File: config.mk
export PLATFORM = sky130hd
export DESIGN_NAME = escaped_frame_deframer_unit
export DESIGN_NICKNAME = d
export VERILOG_FILES = /design/src/design/efd_pkg.sv /design/src/design/escaped_frame_deframer_unit.sv
export SDC_FILE = /design/constraint.sdc
export NUM_CORES = 1
export LEC_CHECK = 0
export BUFFER_PORTS_ARGS = -buffer_cell sky130_fd_sc_hd__buf_2
export CORE_UTILIZATION = 58
export CTS_CLUSTER_DIAMETER = 50
export DETAILED_ROUTE_END_ITERATION = 12
export MAX_ROUTING_LAYER = met4
export PLACE_DENSITY_LB_ADDON = 0.1
export SLEW_MARGIN = 40
export SYNTH_ARGS = -nofsm -noshare
export SYNTH_HDL_FRONTEND = slang
export SYNTH_SLANG_ARGS = --single-unit
File: constraint.sdc
create_clock -name clk -period 2.7 [get_ports clk]
set_input_delay 0.405 -clock clk [delete_from_list [all_inputs] [get_ports clk]]
set_output_delay 0.405 -clock clk [all_outputs]
set_load 0.005 [all_outputs]
File: src/design/efd_pkg.sv
// Shared types and codes for the escaped frame deframer.
// Frame phase encoding, result event codes, error codes and register indexes.
// No dependencies.
`default_nettype none

package efd_pkg;

	typedef enum logic [3:0] {
		PH_HUNT   = 4'b0001,
		PH_CODE   = 4'b0010,
		PH_PARAMS = 4'b0100,
		PH_ESC    = 4'b1000
	} phase_t;

	typedef enum logic [1:0] {
		EV_PARAM    = 2'd0,
		EV_COMPLETE = 2'd1,
		EV_ERROR    = 2'd2
	} event_t;

	typedef enum logic [1:0] {
		ERR_NONE          = 2'd0,
		ERR_BEGIN_MISSING = 2'd1,
		ERR_INCOMPLETE    = 2'd2,
		ERR_OVERFLOW      = 2'd3
	} error_t;

	localparam logic [1:0] REG_BEGIN_MARKER  = 2'd0;
	localparam logic [1:0] REG_END_MARKER    = 2'd1;
	localparam logic [1:0] REG_ESCAPE_MARKER = 2'd2;
	localparam logic [1:0] REG_ESCAPE_OFFSET = 2'd3;

	localparam logic [7:0] RST_BEGIN_MARKER  = 8'd255;
	localparam logic [7:0] RST_END_MARKER    = 8'd254;
	localparam logic [7:0] RST_ESCAPE_MARKER = 8'd253;
	localparam logic [7:0] RST_ESCAPE_OFFSET = 8'd3;

	// One decoded result request, before the output register.
	typedef struct packed {
		logic       valid;
		event_t     ev;
		logic [7:0] param_byte;
		logic [5:0] param_index;
		logic [7:0] frame_code;
		logic [6:0] param_count;
		error_t     error_code;
	} result_t;

endpackage

`default_nettype wire

File: src/design/escaped_frame_deframer_unit.sv
// Escaped frame deframer: byte-stuffed frame decoder with one input register
// and one result register. Depends on efd_pkg.
//
// channel | handshake          | payload
// --------+--------------------+---------------------------------------------
// in      | in_valid/in_stall  | rx_byte, buffer_last
// out     | out_valid/out_stall| event_res, param_byte, param_index,
//         |                    | frame_code, param_count, error_code
// cfg     | cfg_valid/cfg_ready| cfg_index, cfg_data
//
// One byte per cycle sustained while no stalled result holds the input; a
// byte's result passes from the input register through decode into the result
// register.
// A full result register that is stalled holds the input register only when
// the byte there produces a result; bytes that produce none keep flowing.
// arst_n clears phase, code, counter, valid flags and loads register defaults.
// cfg_ready is always high.
`default_nettype none

module escaped_frame_deframer_unit
	import efd_pkg::*;
#(
	parameter int MAX_PARAMS = 64
) (
	input  wire logic       clk,
	input  wire logic       arst_n,

	input  wire logic       in_valid,
	output logic            in_stall,
	input  wire logic [7:0] rx_byte,
	input  wire logic       buffer_last,

	output logic            out_valid,
	input  wire logic       out_stall,
	output logic [1:0]      event_res,
	output logic [7:0]      param_byte,
	output logic [5:0]      param_index,
	output logic [7:0]      frame_code,
	output logic [6:0]      param_count,
	output logic [1:0]      error_code,

	input  wire logic       cfg_valid,
	output logic            cfg_ready,
	input  wire logic [1:0] cfg_index,
	input  wire logic [7:0] cfg_data
);

	localparam int CW = $clog2(MAX_PARAMS + 1);
	localparam int XW = (CW > 7) ? CW : 7;
	localparam logic [CW-1:0] CNT_MAX = CW'(MAX_PARAMS);

	logic [7:0] begin_marker_q, end_marker_q, escape_marker_q, escape_offset_q;

	phase_t        phase_q, phase_nxt;
	logic [7:0]    held_code_q, held_code_nxt;
	logic [CW-1:0] counter_q, counter_nxt;

	logic       valid_s1;
	logic [7:0] byte_s1;
	logic       last_s1;

	result_t res;
	result_t out_q;
	logic    advance;
	logic [XW-1:0] cnt_ext;
	logic [7:0]    esc_val;

	assign cfg_ready = 1'b1;

	always_ff @(posedge clk or negedge arst_n) begin
		if (!arst_n) begin
			begin_marker_q  <= RST_BEGIN_MARKER;
			end_marker_q    <= RST_END_MARKER;
			escape_marker_q <= RST_ESCAPE_MARKER;
			escape_offset_q <= RST_ESCAPE_OFFSET;
		end else if (cfg_valid && cfg_ready) begin
			unique case (cfg_index)
				REG_BEGIN_MARKER:  begin_marker_q  <= cfg_data;
				REG_END_MARKER:    end_marker_q    <= cfg_data;
				REG_ESCAPE_MARKER: escape_marker_q <= cfg_data;
				REG_ESCAPE_OFFSET: escape_offset_q <= cfg_data;
				default: ;
			endcase
		end
	end

	// Input register
	assign in_stall = valid_s1 && !advance;

	always_ff @(posedge clk or negedge arst_n) begin
		if (!arst_n) begin
			valid_s1 <= 1'b0;
		end else if (in_valid && !in_stall) begin
			valid_s1 <= 1'b1;
		end else if (advance) begin
			valid_s1 <= 1'b0;
		end
	end

	always_ff @(posedge clk) begin
		if (in_valid && !in_stall) begin
			byte_s1 <= rx_byte;
			last_s1 <= buffer_last;
		end
	end

	// Decode
	assign cnt_ext = XW'(counter_q);
	assign esc_val = byte_s1 - escape_offset_q;

	always_comb begin
		phase_nxt     = phase_q;
		held_code_nxt = held_code_q;
		counter_nxt   = counter_q;
		res           = '0;
		res.ev        = EV_PARAM;
		res.error_code = ERR_NONE;

		unique case (phase_q)
			PH_HUNT: begin
				if (byte_s1 != begin_marker_q) begin
					res.valid      = 1'b1;
					res.ev         = EV_ERROR;
					res.error_code = ERR_BEGIN_MISSING;
				end else if (last_s1) begin
					res.valid      = 1'b1;
					res.ev         = EV_ERROR;
					res.error_code = ERR_INCOMPLETE;
				end else begin
					phase_nxt = PH_CODE;
				end
			end
			PH_CODE: begin
				if (last_s1) begin
					res.valid      = 1'b1;
					res.ev         = EV_ERROR;
					res.error_code = ERR_INCOMPLETE;
					phase_nxt      = PH_HUNT;
				end else begin
					held_code_nxt = byte_s1;
					counter_nxt   = '0;
					phase_nxt     = PH_PARAMS;
				end
			end
			PH_PARAMS, PH_ESC: begin
				res.frame_code = held_code_q;
				if (phase_q == PH_PARAMS && byte_s1 == end_marker_q) begin
					res.valid       = 1'b1;
					res.ev          = EV_COMPLETE;
					res.param_count = cnt_ext[6:0];
					phase_nxt       = PH_HUNT;
				end else if (last_s1) begin
					res.valid      = 1'b1;
					res.ev         = EV_ERROR;
					res.error_code = ERR_INCOMPLETE;
					phase_nxt      = PH_HUNT;
				end else if (phase_q == PH_PARAMS && byte_s1 == begin_marker_q) begin
					// aborted frame; this begin marker opens the next one
					res.valid      = 1'b1;
					res.ev         = EV_ERROR;
					res.error_code = ERR_INCOMPLETE;
					phase_nxt      = PH_CODE;
				end else if (phase_q == PH_PARAMS && byte_s1 == escape_marker_q) begin
					phase_nxt = PH_ESC;
				end else if (counter_q == CNT_MAX) begin
					res.valid      = 1'b1;
					res.ev         = EV_ERROR;
					res.error_code = ERR_OVERFLOW;
					phase_nxt      = PH_HUNT;
				end else begin
					res.valid       = 1'b1;
					res.ev          = EV_PARAM;
					res.param_byte  = (phase_q == PH_ESC) ? esc_val : byte_s1;
					res.param_index = cnt_ext[5:0];
					counter_nxt     = counter_q + 1'b1;
					phase_nxt       = PH_PARAMS;
				end
			end
			default: begin
				phase_nxt = PH_HUNT;
			end
		endcase
	end

	assign advance = valid_s1 && (!res.valid || !out_q.valid || !out_stall);

	always_ff @(posedge clk or negedge arst_n) begin
		if (!arst_n) begin
			phase_q     <= PH_HUNT;
			held_code_q <= '0;
			counter_q   <= '0;
		end else if (advance) begin
			phase_q     <= phase_nxt;
			held_code_q <= held_code_nxt;
			counter_q   <= counter_nxt;
		end
	end

	// Result register
	always_ff @(posedge clk or negedge arst_n) begin
		if (!arst_n) begin
			out_q <= '0;
		end else if (advance && res.valid) begin
			out_q <= res;
		end else if (out_q.valid && !out_stall) begin
			out_q.valid <= 1'b0;
		end
	end

	assign out_valid   = out_q.valid;
	assign event_res   = out_q.ev;
	assign param_byte  = out_q.param_byte;
	assign param_index = out_q.param_index;
	assign frame_code  = out_q.frame_code;
	assign param_count = out_q.param_count;
	assign error_code  = out_q.error_code;

endmodule

`default_nettype wire

==> flow_summary.ini <==
[logic_synthesis]
synth_top_area_share_pct = 32.2
synthFlopType = dfrtp_1
synth_edf_count = 9
synthCells = 454
synth_common_cells = 80 x nand2_1, 61 x dfrtp_1, 36 x mux2_2, 35 x o21ai_0
ys_types = 54
synth_seq_cells = 95
netlist_top_cells_area = dfrtp_1 32%, dfstp_2 14%, mux2_2 8.6%
synthArstFlopShare_pct = 90.5
yosys.area.top_type = dfrtp_1
synth_warnings = 0
yosysSeqAreaShare_pct = 51.8
netlist_area_sq_um = 4740
synth_most_common_cell = nand2_1
synth_area_per_cell_sq_um = 10.4
synth_fp_nets = 488

[global_routing]
met3_usage_pct = 4.35
met1_usage_pct = 34.6
gr-total-overflow = 0
grt_pass1_wl_mm = 17.0
track_usage_pct = 27.1
antenna_found_initial = 0
grt_pass1_vias = 3369
busiest_layer = met2
grt_util_met2_pct = 43.3
grt_max_degree = 66

[detailed_routing]
ant_nets = 0
drcViolationCount = 0
wl_mm = 10.3
wire_per_inst_microns = 16.7
via_per_inst = 5.67
drtIter0Drc = 199
vias = 3497
drt_first_pass_iters = 4

[critical_path]
path_cells = or4b_4 > nor3_4 > a31oi_2 > o2111ai_2 > inv_1 > buf_2
worstSetupPathType = flop to primary output
cp.required_ps = 2300
arrival_ps = 2230
r2r_setup_slack_ps = 150
r2r_end = cnt_ext[6]$_DFFE_PN0P_
critPathLaunch = phase_q[1]$_DFFE_PN0P_
worst-path-stages = 6
max_stage_delay_ps = 590
crit_family = simple AND/OR/NAND/NOR gates
ff2ff_path_depth = 6
r2r_start = phase_q[1]$_DFFE_PN0P_
startpoint_type = flop
cp_max_fo = 7
end_kind = primary output
cpMaxStageDelayCell = or4b_4
critPathBufInv = 2

[timing]
min_period_ps = 2640
drv_slew = 0
final_hold_viol_count = 0
skew_ps = 9.49
min_period_over_period_pct = 97.7
worst_pin_slew_ps = 556
slew_headroom_pct = 62.6
setup_viol = 0
grt_setup_unrepaired = true
fmax_ghz = 0.379
setup_ws_ps = 61.5
setup_tns_ps = 0

[place]
postPlaceCellArea_sq_um = 5150
placedCellCount = 600
place_ws_ps = 128
portBuffers = 58
hpwlAfterDp_mm = 7.59
globalplace.congestion = 0.877

[final_layout]
areaGrowthSynthToFinish_pct = 14.2
stdcell_area_sq_um = 5410
drive_gt1_share_pct = 31.3
diodes = 0
stdcell_count = 617
final_nets = 544

[floorplan]
dieWidth_microns = 92.4
dieArea_sq_um = 8530
dieHeight_microns = 92.4
rows = 32
coreArea_sq_um = 7810
pin_count = 60
start_util_pct = 60.7

[clock_tree]
htree_levels = 3
cts_sinks = 95
cts-root-buf = clkbuf_8
clock_latency_ps = 370
cts_tree = done
clk_pin_slew_ps = 100
cts_buffers = 9
clockBufferDepth = 2

[hold_path]
holdCritPathClass = input port to asynchronous set/reset pin

[outcome]
status = complete, no violations

[pwr]
p_per_area_nw_per_um2 = 644
p_leak_nw = 2.39
vdd_drop_max_mv = 0.446

[run]
maxCapViolCount = 0
[logic make-up after synthesis]
group                    Yosys count  synth area share (%)
AND/OR/NAND/NOR                  161                  17.0
flip-flops                        95                  51.8
AO/OA/AOI/OAI                     83                  11.0
buffers and inverters             40                  3.59
multiplexers                      39                  9.19
XOR/XNOR                          25                  4.62
adder cells (fa/ha/maj)           10                  2.80
other                              1                0.0791
[per-layer routing]
metal	routed length (microns)	share of wire (%)
met5	0	0
met1	4620	45
met3	396	3.8
met4	274	2.7
met2	5000	49
[stage by stage]
step           hold slack (ps)  total power [mW]  util, %
2_1_floorplan              109              2.29        -
3_3_place_gp               436              2.49     66.0
3_5_place_dp               448              2.52     66.0
4_1_cts                   39.8              3.49     68.9
5_1_grt                   63.4              3.65     69.3
6_report                  18.2              3.48     69.3
[flip-flops by register name, indices dropped and copies added (netlist names)]
| signal | flops |
|---|---|
| valid_s1 | 1 |
| out_valid | 1 |
| escape_offset_q | 8 |
| cnt_ext | 7 |
| held_code_q | 8 |
| last_s1 | 1 |
| param_byte | 8 |
| frame_code | 8 |
| end_marker_q | 8 |
| param_count | 7 |
| param_index | 6 |
| error_code | 2 |
| event_res | 2 |
| begin_marker_q | 8 |
| phase_q | 4 |
| escape_marker_q | 8 |
| byte_s1 | 8 |
[area by class of cell]
| cell class | count | area, sq um |
|---|---|---|
| flip-flops and latches | 95 | 2460 |
| fillers | 620 | 2400 |
| multi-input cells | 319 | 2150 |
| repair buffers | 70 | 408 |
| clock buffers | 10 | 138 |
| well taps | 102 | 128 |
| clock inverters | 6 | 68.8 |
| inverters | 15 | 56.3 |
[timing repair]
item	in CTS	in global routing
gates resized for setup	3	5
hold buffers	0	0
setup endpoints to repair	1	2
pin swaps	1	0
buffers inserted	0	1
[placed cells by master (no fill, tap or decap), types with 9 or more instances in the layout]
| cell type | netlist | routed |
|---|---|---|
| buf_2 | 9 | 57 |
| clkbuf_8 | 0 | 10 |
| nand3_1 | 12 | 11 |
| dfstp_2 | 25 | 25 |
| o31ai_1 | 11 | 11 |
| edfxtp_1 | 9 | 9 |
| nor2_1 | 15 | 15 |
| mux2_2 | 36 | 36 |
| xnor2_1 | 25 | 24 |
| nand2_1 | 80 | 80 |
| ha_1 | 9 | 9 |
| o21ai_0 | 35 | 35 |
| inv_1 | 15 | 15 |
| dfrtp_1 | 61 | 59 |
| buf_4 | 1 | 11 |
| a21oi_1 | 14 | 14 |
[how the worst max path moves through the flow]
| stage | to | slack [ps] |
|---|---|---|
| after floorplan | param_byte[7]$_DFFE_PN0P_ | 360 |
| after global placement | byte_s1[0]$_DFFE_PP_ | 190 |
| after detailed placement | byte_s1[3]$_DFFE_PP_ | 130 |
| after CTS | in_stall | 50 |
| after global routing | cnt_ext[6]$_DFFE_PN0P_ | -40 |
| final | in_stall | 60 |
[power by group]
part,internal [mW],switching [mW]
logic,0.336,0.398
registers,1.63,0.144
clock network,0.458,0.515
total,2.43,1.06
Note: power is estimated with default switching activity, not from simulation.
